File: src/rtl/ghash_pkg.sv
// ----------------------------------------------------------------------------
// ghash_pkg
// shared types and constants for the gf(2^128) ghash accumulator
// ----------------------------------------------------------------------------
package ghash_pkg;

  localparam int GF_BITS        = 128;
  localparam int HALF_BITS      = 64;
  localparam int DIGIT_BITS_DEF = 8;

  // reduction constant 0xe1 placed in the top byte
  localparam logic [GF_BITS-1:0] REDUCE_POLY = {8'he1, {(GF_BITS-8){1'b0}}};

  // register indexes of the configuration port
  localparam int                CFG_IDX_W  = 1;
  localparam logic [CFG_IDX_W-1:0] REG_KEY_HI = 1'b0;
  localparam logic [CFG_IDX_W-1:0] REG_KEY_LO = 1'b1;

  typedef logic [GF_BITS-1:0] gf_elem_t;

  typedef struct packed {
    logic start;
    logic ack;
  } mul_ctrl_t;

  typedef struct packed {
    logic busy;
    logic done;
  } mul_stat_t;

endpackage

File: src/rtl/ghash_mul.sv
// ----------------------------------------------------------------------------
// ghash_mul
// digit-serial gf(2^128) multiplier, one multiplier digit per cycle
// ----------------------------------------------------------------------------
module ghash_mul
  import ghash_pkg::*;
#(
  parameter int DIGIT_BITS = DIGIT_BITS_DEF
) (
  input  logic      clk,
  input  logic      rst_n,
  input  mul_ctrl_t ctrl,
  input  gf_elem_t  x_in,
  input  gf_elem_t  h_in,
  output mul_stat_t stat,
  output gf_elem_t  z
);

  localparam int NUM_DIGITS = (GF_BITS + DIGIT_BITS - 1) / DIGIT_BITS;
  localparam int CNT_W      = (NUM_DIGITS > 1) ? $clog2(NUM_DIGITS) : 1;

  gf_elem_t         x_r, x_nxt;
  gf_elem_t         y_r, y_nxt;
  gf_elem_t         z_r, z_nxt;
  logic [CNT_W-1:0] cnt_r, cnt_nxt;
  logic             busy_r, busy_nxt;
  logic             done_r, done_nxt;

  gf_elem_t step_y;
  gf_elem_t step_z;

  // one digit of the right-shift multiply
  always_comb begin
    step_y = y_r;
    step_z = z_r;
    for (int i = 0; i < DIGIT_BITS; i++) begin
      if (x_r[GF_BITS-1-i]) begin
        step_z = step_z ^ step_y;
      end
      if (step_y[0]) begin
        step_y = (step_y >> 1) ^ REDUCE_POLY;
      end else begin
        step_y = step_y >> 1;
      end
    end
  end

  always_comb begin
    x_nxt    = x_r;
    y_nxt    = y_r;
    z_nxt    = z_r;
    cnt_nxt  = cnt_r;
    busy_nxt = busy_r;
    done_nxt = done_r;
    if (ctrl.ack) begin
      done_nxt = 1'b0;
    end
    if (ctrl.start) begin
      x_nxt    = x_in;
      y_nxt    = h_in;
      z_nxt    = '0;
      cnt_nxt  = CNT_W'(NUM_DIGITS - 1);
      busy_nxt = 1'b1;
      done_nxt = 1'b0;
    end else if (busy_r) begin
      x_nxt = x_r << DIGIT_BITS;
      y_nxt = step_y;
      z_nxt = step_z;
      if (cnt_r == '0) begin
        busy_nxt = 1'b0;
        done_nxt = 1'b1;
      end else begin
        cnt_nxt = cnt_r - 1'b1;
      end
    end
  end

  always_ff @(posedge clk) begin
    if (!rst_n) begin
      busy_r <= 1'b0;
      done_r <= 1'b0;
      cnt_r  <= '0;
    end else begin
      busy_r <= busy_nxt;
      done_r <= done_nxt;
      cnt_r  <= cnt_nxt;
    end
  end

  always_ff @(posedge clk) begin
    x_r <= x_nxt;
    y_r <= y_nxt;
    z_r <= z_nxt;
  end

  assign stat.busy = busy_r;
  assign stat.done = done_r;
  assign z         = z_r;

endmodule

File: src/rtl/ghash_gf128_accumulator.sv
// ----------------------------------------------------------------------------
// ghash_gf128_accumulator
// ghash accumulator: folds 128-bit blocks into a running product with h
// ----------------------------------------------------------------------------
// channel  direction  handshake                 payload
// in       input      in_valid / in_stall       in_start_req, in_last,
//                                               in_block_hi, in_block_lo
// out      output     out_valid / out_stall     out_digest_hi, out_digest_lo
// cfg      input      cfg_wr_en                 cfg_index, cfg_data
//
// each transaction runs the block through the digit-serial multiplier, and the
// result becomes the accumulator that feeds the next block.
// reset clears the key, the accumulator and all handshake state.
// a held digest stalls completion of the next last block until it is taken.
// ----------------------------------------------------------------------------
module ghash_gf128_accumulator
  import ghash_pkg::*;
#(
  parameter int DIGIT_BITS = DIGIT_BITS_DEF
) (
  input  logic                 clk,
  input  logic                 rst_n,
  input  logic                 cfg_wr_en,
  input  logic [CFG_IDX_W-1:0] cfg_index,
  input  logic [HALF_BITS-1:0] cfg_data,
  input  logic                 in_valid,
  output logic                 in_stall,
  input  logic                 in_start_req,
  input  logic                 in_last,
  input  logic [HALF_BITS-1:0] in_block_hi,
  input  logic [HALF_BITS-1:0] in_block_lo,
  output logic                 out_valid,
  input  logic                 out_stall,
  output logic [HALF_BITS-1:0] out_digest_hi,
  output logic [HALF_BITS-1:0] out_digest_lo
);

  localparam logic ST_IDLE = 1'b0;
  localparam logic ST_MUL  = 1'b1;

  logic                 state_r, state_nxt;
  logic [HALF_BITS-1:0] key_hi_r, key_lo_r;
  gf_elem_t             acc_r, acc_nxt;
  logic                 last_r;
  logic                 out_valid_r, out_valid_nxt;
  logic [HALF_BITS-1:0] dig_hi_r, dig_lo_r;

  mul_ctrl_t mul_ctrl;
  mul_stat_t mul_stat;
  gf_elem_t  mul_x;
  gf_elem_t  mul_z;
  logic      in_fire;
  logic      out_fire;
  logic      can_finish;
  logic      finish;

  assign in_stall   = (state_r != ST_IDLE);
  assign in_fire    = in_valid && !in_stall;
  assign out_fire   = out_valid_r && !out_stall;
  assign can_finish = !last_r || !out_valid_r || !out_stall;
  assign finish     = (state_r == ST_MUL) && mul_stat.done && can_finish;

  assign mul_x          = (in_start_req ? '0 : acc_r) ^ {in_block_hi, in_block_lo};
  assign mul_ctrl.start = in_fire;
  assign mul_ctrl.ack   = finish;

  ghash_mul #(
    .DIGIT_BITS(DIGIT_BITS)
  ) u_mul (
    .clk  (clk),
    .rst_n(rst_n),
    .ctrl (mul_ctrl),
    .x_in (mul_x),
    .h_in ({key_hi_r, key_lo_r}),
    .stat (mul_stat),
    .z    (mul_z)
  );

  always_comb begin
    state_nxt     = state_r;
    acc_nxt       = acc_r;
    out_valid_nxt = out_valid_r;
    if (out_fire) begin
      out_valid_nxt = 1'b0;
    end
    case (state_r)
      ST_IDLE: begin
        if (in_fire) begin
          state_nxt = ST_MUL;
        end
      end
      ST_MUL: begin
        if (finish) begin
          state_nxt = ST_IDLE;
          acc_nxt   = mul_z;
          if (last_r) begin
            out_valid_nxt = 1'b1;
          end
        end
      end
      default: state_nxt = ST_IDLE;
    endcase
  end

  always_ff @(posedge clk) begin
    if (!rst_n) begin
      state_r     <= ST_IDLE;
      acc_r       <= '0;
      out_valid_r <= 1'b0;
      key_hi_r    <= '0;
      key_lo_r    <= '0;
    end else begin
      state_r     <= state_nxt;
      acc_r       <= acc_nxt;
      out_valid_r <= out_valid_nxt;
      if (cfg_wr_en) begin
        case (cfg_index)
          REG_KEY_HI: key_hi_r <= cfg_data;
          REG_KEY_LO: key_lo_r <= cfg_data;
          default: ;
        endcase
      end
    end
  end

  always_ff @(posedge clk) begin
    if (in_fire) begin
      last_r <= in_last;
    end
    if (finish && last_r) begin
      dig_hi_r <= mul_z[GF_BITS-1:HALF_BITS];
      dig_lo_r <= mul_z[HALF_BITS-1:0];
    end
  end

  assign out_valid     = out_valid_r;
  assign out_digest_hi = dig_hi_r;
  assign out_digest_lo = dig_lo_r;

  // accepted transaction keeps the input side stalled
  a_busy_after_accept: assert property (@(posedge clk) disable iff (!rst_n)
    in_fire |=> in_stall)
    else $error("input not stalled after accept");

  // multiplier never reports running and finished at once
  a_mul_status: assert property (@(posedge clk) disable iff (!rst_n)
    !(mul_stat.busy && mul_stat.done))
    else $error("multiplier busy and done together");

  // a digest appears only at the end of a multiply
  a_digest_source: assert property (@(posedge clk) disable iff (!rst_n)
    $rose(out_valid_r) |-> $past(finish && last_r))
    else $error("digest without finished last block");

  // idle block has no multiply in flight
  a_idle_quiet: assert property (@(posedge clk) disable iff (!rst_n)
    (state_r == ST_IDLE) |-> !mul_stat.busy && !mul_stat.done)
    else $error("multiplier active while idle");

endmodule

File: config.mk
export PLATFORM = sky130hd
export DESIGN_NAME = ghash_gf128_accumulator
export DESIGN_NICKNAME = d
export VERILOG_FILES = /design/src/rtl/ghash_pkg.sv /design/src/rtl/ghash_mul.sv /design/src/rtl/ghash_gf128_accumulator.sv
export SDC_FILE = /design/constraint.sdc
export NUM_CORES = 2
export LEC_CHECK = 0
export ABC_AREA = 1
export BUFFER_PORTS_ARGS = -buffer_cell sky130_fd_sc_hd__buf_2
export CORE_MARGIN = 1.5
export CORE_UTILIZATION = 50
export DETAILED_ROUTE_END_ITERATION = 6
export GPL_ROUTABILITY_DRIVEN = 0
export PLACE_DENSITY_LB_ADDON = 0.12
export SLEW_MARGIN = 20
export SYNTH_ARGS = -nofsm -noshare
export SYNTH_HDL_FRONTEND = slang
export SYNTH_HIERARCHICAL = 1
export SYNTH_SLANG_ARGS = --single-unit
File: constraint.sdc
create_clock -name clk -period 9.4 [get_ports clk]
set_clock_uncertainty 0.2 [all_clocks]
set_input_delay 0.47 -clock clk [delete_from_list [all_inputs] [get_ports clk]]
set_output_delay 0.47 -clock clk [all_outputs]
set_load 0.02 [all_outputs]
## After elaboration in Yosys (flattened, before gate mapping)

Index checks and enable logic that the tools add are counted.

- Flip-flop bits (word level): 777
- Output and inout port bits: 130

- Mux-type cells: 37
- Bitwise gates (word level): 20
- $add $sub $neg: 1
- Equal/unequal tests: 1
- Reduce and logical (&&, ||, !) cells: 18

Operators with widths:

| cell | count |
|---|---|
| $mux W128 | 21 |
| $xor A128 B128 Y128 | 9 |
| $not A3 Y4 | 8 |
| $mux W1 | 12 |
| $mux W4 | 3 |
| $reduce_and A2 Y1 | 4 |
| $logic_and A1 B1 Y1 | 5 |
| $logic_not A1 Y1 | 4 |
| $logic_not A4 Y1 | 1 |
| $sub A4 B1 Y4 const B | 1 |
| $not A1 Y1 | 3 |
| $logic_or A1 B1 Y1 | 2 |
| $ne A2 B2 Y1 const B | 1 |
| $pmux W1 S2 | 1 |
| $reduce_bool A2 Y1 | 1 |
| $reduce_or A2 Y1 | 1 |

## Longest topological paths before layout

- Depth in word-level cells: 18
- Depth in mapped cells: 16
- Mapped depth without buffers: 16

## Modules after synthesis

The synthesis kept the hierarchy.

Modules (own cells, without submodules):

| module | times used | cells each | area each (sq um) |
|---|---|---|---|
| ghash_mul | 1 | 4382 | 30715.7 |
| ghash_gf128_accumulator | 1 | 1813 | 15703.8 |

## Least setup slack after synthesis

No wires, ideal clock.

- Kind: register -> register
- Start point: reg state_r (netlist: in_stall)
- End point: reg dig_hi_r[0] (netlist: out_digest_hi[0]) (enable)
- Required time: 8542 ps
- Stages on the path, launching flop included: 7
- Path slack: 1380 ps
- Arrival time: 7162 ps
- Library setup time: 658 ps
- Clock period less this slack: 8020 ps
- Cell sequence: dfxtp_1 > nand2_1 > inv_2 > buf_4 > buf_6 > nand2_1 > a21oi_1

- Word-level cells in the longest chain between the ends: 3

Ends and longest elaborated chain:

| item | line | source |
|---|---|---|
| from (decl) | ghash_gf128_accumulator.sv:41 | `logic state_r, state_nxt;` |
| from (signal assigned) | ghash_gf128_accumulator.sv:113 | `state_r <= state_nxt;` |
| $logic_and A1 B1 Y1 (2 in series) | ghash_gf128_accumulator.sv:61 | `assign finish = (state_r == ST_MUL) && mul_stat.done && can_finish;` |
| $logic_and A1 B1 Y1 | ghash_gf128_accumulator.sv:130 | `if (finish && last_r) begin` |
| to (signal assigned) | ghash_gf128_accumulator.sv:131 | `dig_hi_r <= mul_z[GF_BITS-1:HALF_BITS];` |
| to (decl) | ghash_gf128_accumulator.sv:46 | `logic [HALF_BITS-1:0] dig_hi_r, dig_lo_r;` |

No other way between the ends.
A chain may end at the register's enable or synchronous reset.

## Worst setup path in the final report

- Start point: in in_valid
- End point: reg u_mul.y_r[120] (data pin)

- Word-level cells in the longest chain between the ends: 2

Ends and longest elaborated chain:

| item | line | source |
|---|---|---|
| from (decl) | ghash_gf128_accumulator.sv:26 | `input logic in_valid,` |
| $logic_and A1 B1 Y1 | ghash_gf128_accumulator.sv:58 | `assign in_fire = in_valid && !in_stall;` |
| net in_fire | ghash_gf128_accumulator.sv:52 | `logic in_fire;` |
| $mux W128 | ghash_mul.sv:58 | `if (ctrl.start) begin` |
| net u_mul.y_nxt[120] | ghash_mul.sv:23 | `gf_elem_t y_r, y_nxt;` |
| to (signal assigned) | ghash_mul.sv:92 | `y_r <= y_nxt;` |
| to (decl) | ghash_mul.sv:23 |  |

The timed path passes the listed nets, and every way through them passes these cells.

==> results_dict.tcl <==
set metrics [dict create \
    status "finished clean" \
    n_fill_cell 8657 \
    overflow 0 \
    cts_tree "yes" \
    finalCriticalPeriod_ns 3.92 \
    antenna_found_initial 0 \
    tightest_slew_ns 1.13 \
    hpwl_um 92000 \
    wire_per_inst_um 18.4 \
    comb_power_share_pct 30.0 \
    io_pins 330 \
    fp-row-count 111 \
    whs_ns 0.0249 \
    rsz0062_at_grt "no" \
    fin_crit_sh_pct 41.7 \
    routed_via_density 5.13 \
    post-cts-setup-buffer-count 0 \
    fin_area_mm2 0.0520 \
    io_buffer_count 329 \
    htree_levels 3 \
    met3_usage_pct 3.85 \
    power_switching_uw 4170 \
    syn2layout_area_growth_pct 12.1 \
    die_area_mm2 0.0947 \
    cp_common_cell "buf_4" \
    die_w_um 308 \
    crit_path_start_kind "input pin" \
    cts_buffer_depth 3 \
    nets 6508 \
    first_pass_iters 6 \
    netlist_area_mm2 0.0464 \
    cts_resized 0 \
    p_leak_uw 0.0220 \
    drtIter0Drc 3964 \
    cts.sinks 777 \
    grt_pass1_wl_um 214000 \
    placedInstanceArea_mm2 0.0479 \
    setup_viol 0 \
    synth_nets 6395 \
    criticalPathCategory "input pin to flop" \
    fmax_mhz 255 \
    finalHoldViolCount 0 \
    clk_pin_slew_ns 0.06 \
    multi_input_area_mm2 0.0237 \
    die_y_um 308 \
    drt-total-wl_um 140000 \
    drc 0 \
    crit_required_ns 9.70 \
    yosysWarnings 6 \
    grt_pass1_vias 35200 \
    max_stage_delay_ns 0.87 \
    cts_buffers 87 \
    clkPwrFrac_pct 30.0 \
    grtUsageMet2_pct 42.6 \
    postCtsHoldBufs 117 \
    end_kind "flop" \
    initial_core_util_pct 50.6 \
    grt_max_degree 163 \
    vias 39100 \
    syn_inst 6194 \
    fp.coreArea_mm2 0.0918 \
    clock_tree.root_cell "clkbuf_16" \
    cp.arrival_ns 4.22 \
    seq_power_share_pct 40.1 \
    ant_nets 0 \
    use_met1_pct 44.8 \
    crit_slowest_cell "buf_4" \
    p_int_uw 7610 \
    crit_path_cell_trace "dlygate4sd3_1 > buf_2 > inv_1 > nor2_4 > buf_4 > inv_8 > buf_4 > buf_4 > a21oi_1 > o21ai_0" \
    grt_busiest_layer "met1" \
    post_route_cells_drive_above_1_share_pct 7.96 \
    slew_violations 0 \
    drv_cap 0 \
    power_density_mw_per_mm2 226 \
    setup_ws_ns 5.48 \
    pre_cts_slack_ns 5.41 \
    rrSetupSlack_ns 5.61 \
    fin_tns_setup_ns 0 \
    avgSynthCellArea_um2 7.49 \
    crit_fanout 127 \
    regArea_mm2 0.0194 \
    switching_share_pct 35.4 \
    grt_usage_pct 29.1 \
    fin_util_pct 56.7 \
    maxSlewHeadroom_pct 24.5 \
    ir_worst_vdd_mv 0.135 \
    hp-class "input pin to flop" \
    insertion_delay_ns 0.69 \
]
[power groups by stage]
stage / clock network, µW / logic, µW / registers (µW)
detailed placement: 0 / 3470 / 4760
floorplan: 0 / 3100 / 4290
finish: 3530 / 3530 / 4720
CTS: 3580 / 3530 / 4690
global route: 3720 / 3980 / 4740
global placement: 0 / 3400 / 4760
[critical path, delay by kind of cell]
family	cells	cell delay [ns]
AOI/OAI and AO/OA	2	0.31
buffers and inverters	7	3.25
and+or+nand+nor	1	0.03
[final timing paths]
check             cells after the start                           to                         from
setup / recovery                     10     u_mul/y_r[120]$_DFFE_PP_                     in_valid
hold / removal                        4      u_mul/x_r[22]$_DFFE_PP_              in_block_lo[22]
setup reg to reg                      7     u_mul/y_r[120]$_DFFE_PP_          in_stall$_SDFF_PN0_
hold reg to reg                       2  u_mul/cnt_r[1]$_SDFFE_PN0P_  u_mul/cnt_r[1]$_SDFFE_PN0P_
[state kept, by name (all words and copies together), names as in the netlist]
name,count
in_stall,1
u_mul/busy_r,1
u_mul/cnt_r,4
key_hi_r,64
u_mul/y_r,128
acc_r,128
u_mul/z,128
out_valid,1
u_mul/done_r,1
u_mul/x_r,128
out_digest_lo,64
last_r,1
key_lo_r,64
out_digest_hi,64
[per-stage QoR]
| step | power, µW | std cells |
|---|---|---|
| after floorplan | 7390 | 6194 |
| after global placement | 8160 | 7344 |
| after detailed placement | 8230 | 7344 |
| after CTS | 11800 | 7625 |
| after global routing | 12400 | 7625 |
| final | 11800 | 7626 |
[metal layers]
layer | vias to the layer above | wire length [µm]
met2 | 1417 | 60000
met3 | 160 | 11300
met1 | 18300 | 66200
met5 | - | 0
met4 | 0 | 2760
li1 | 19200 | -
[final cells by class]
type	instances	area share (%)
diodes	1	0.00481
repair buffers	483	6.01
clock buffers	127	4.83
inverters	324	2.37
flip-flops and latches	777	37.3
multi-input cells	4634	45.6
well taps	1243	2.99
clock inverters	37	0.894
[layout by cell type, fill, tap and decap left out, drive strengths merged, types with 7 or more instances in the layout]
cell         instances
dfxtp              392
xor2               548
bufinv               7
nand3b              12
dlygate4sd3        117
nand2             2328
nor2               619
xnor2              554
a21oi              177
o21ai              188
buf                366
nand3              200
edfxtp             385
inv                321
clkbuf             127
clkinv              32
(Power assumes the default switching activity.)
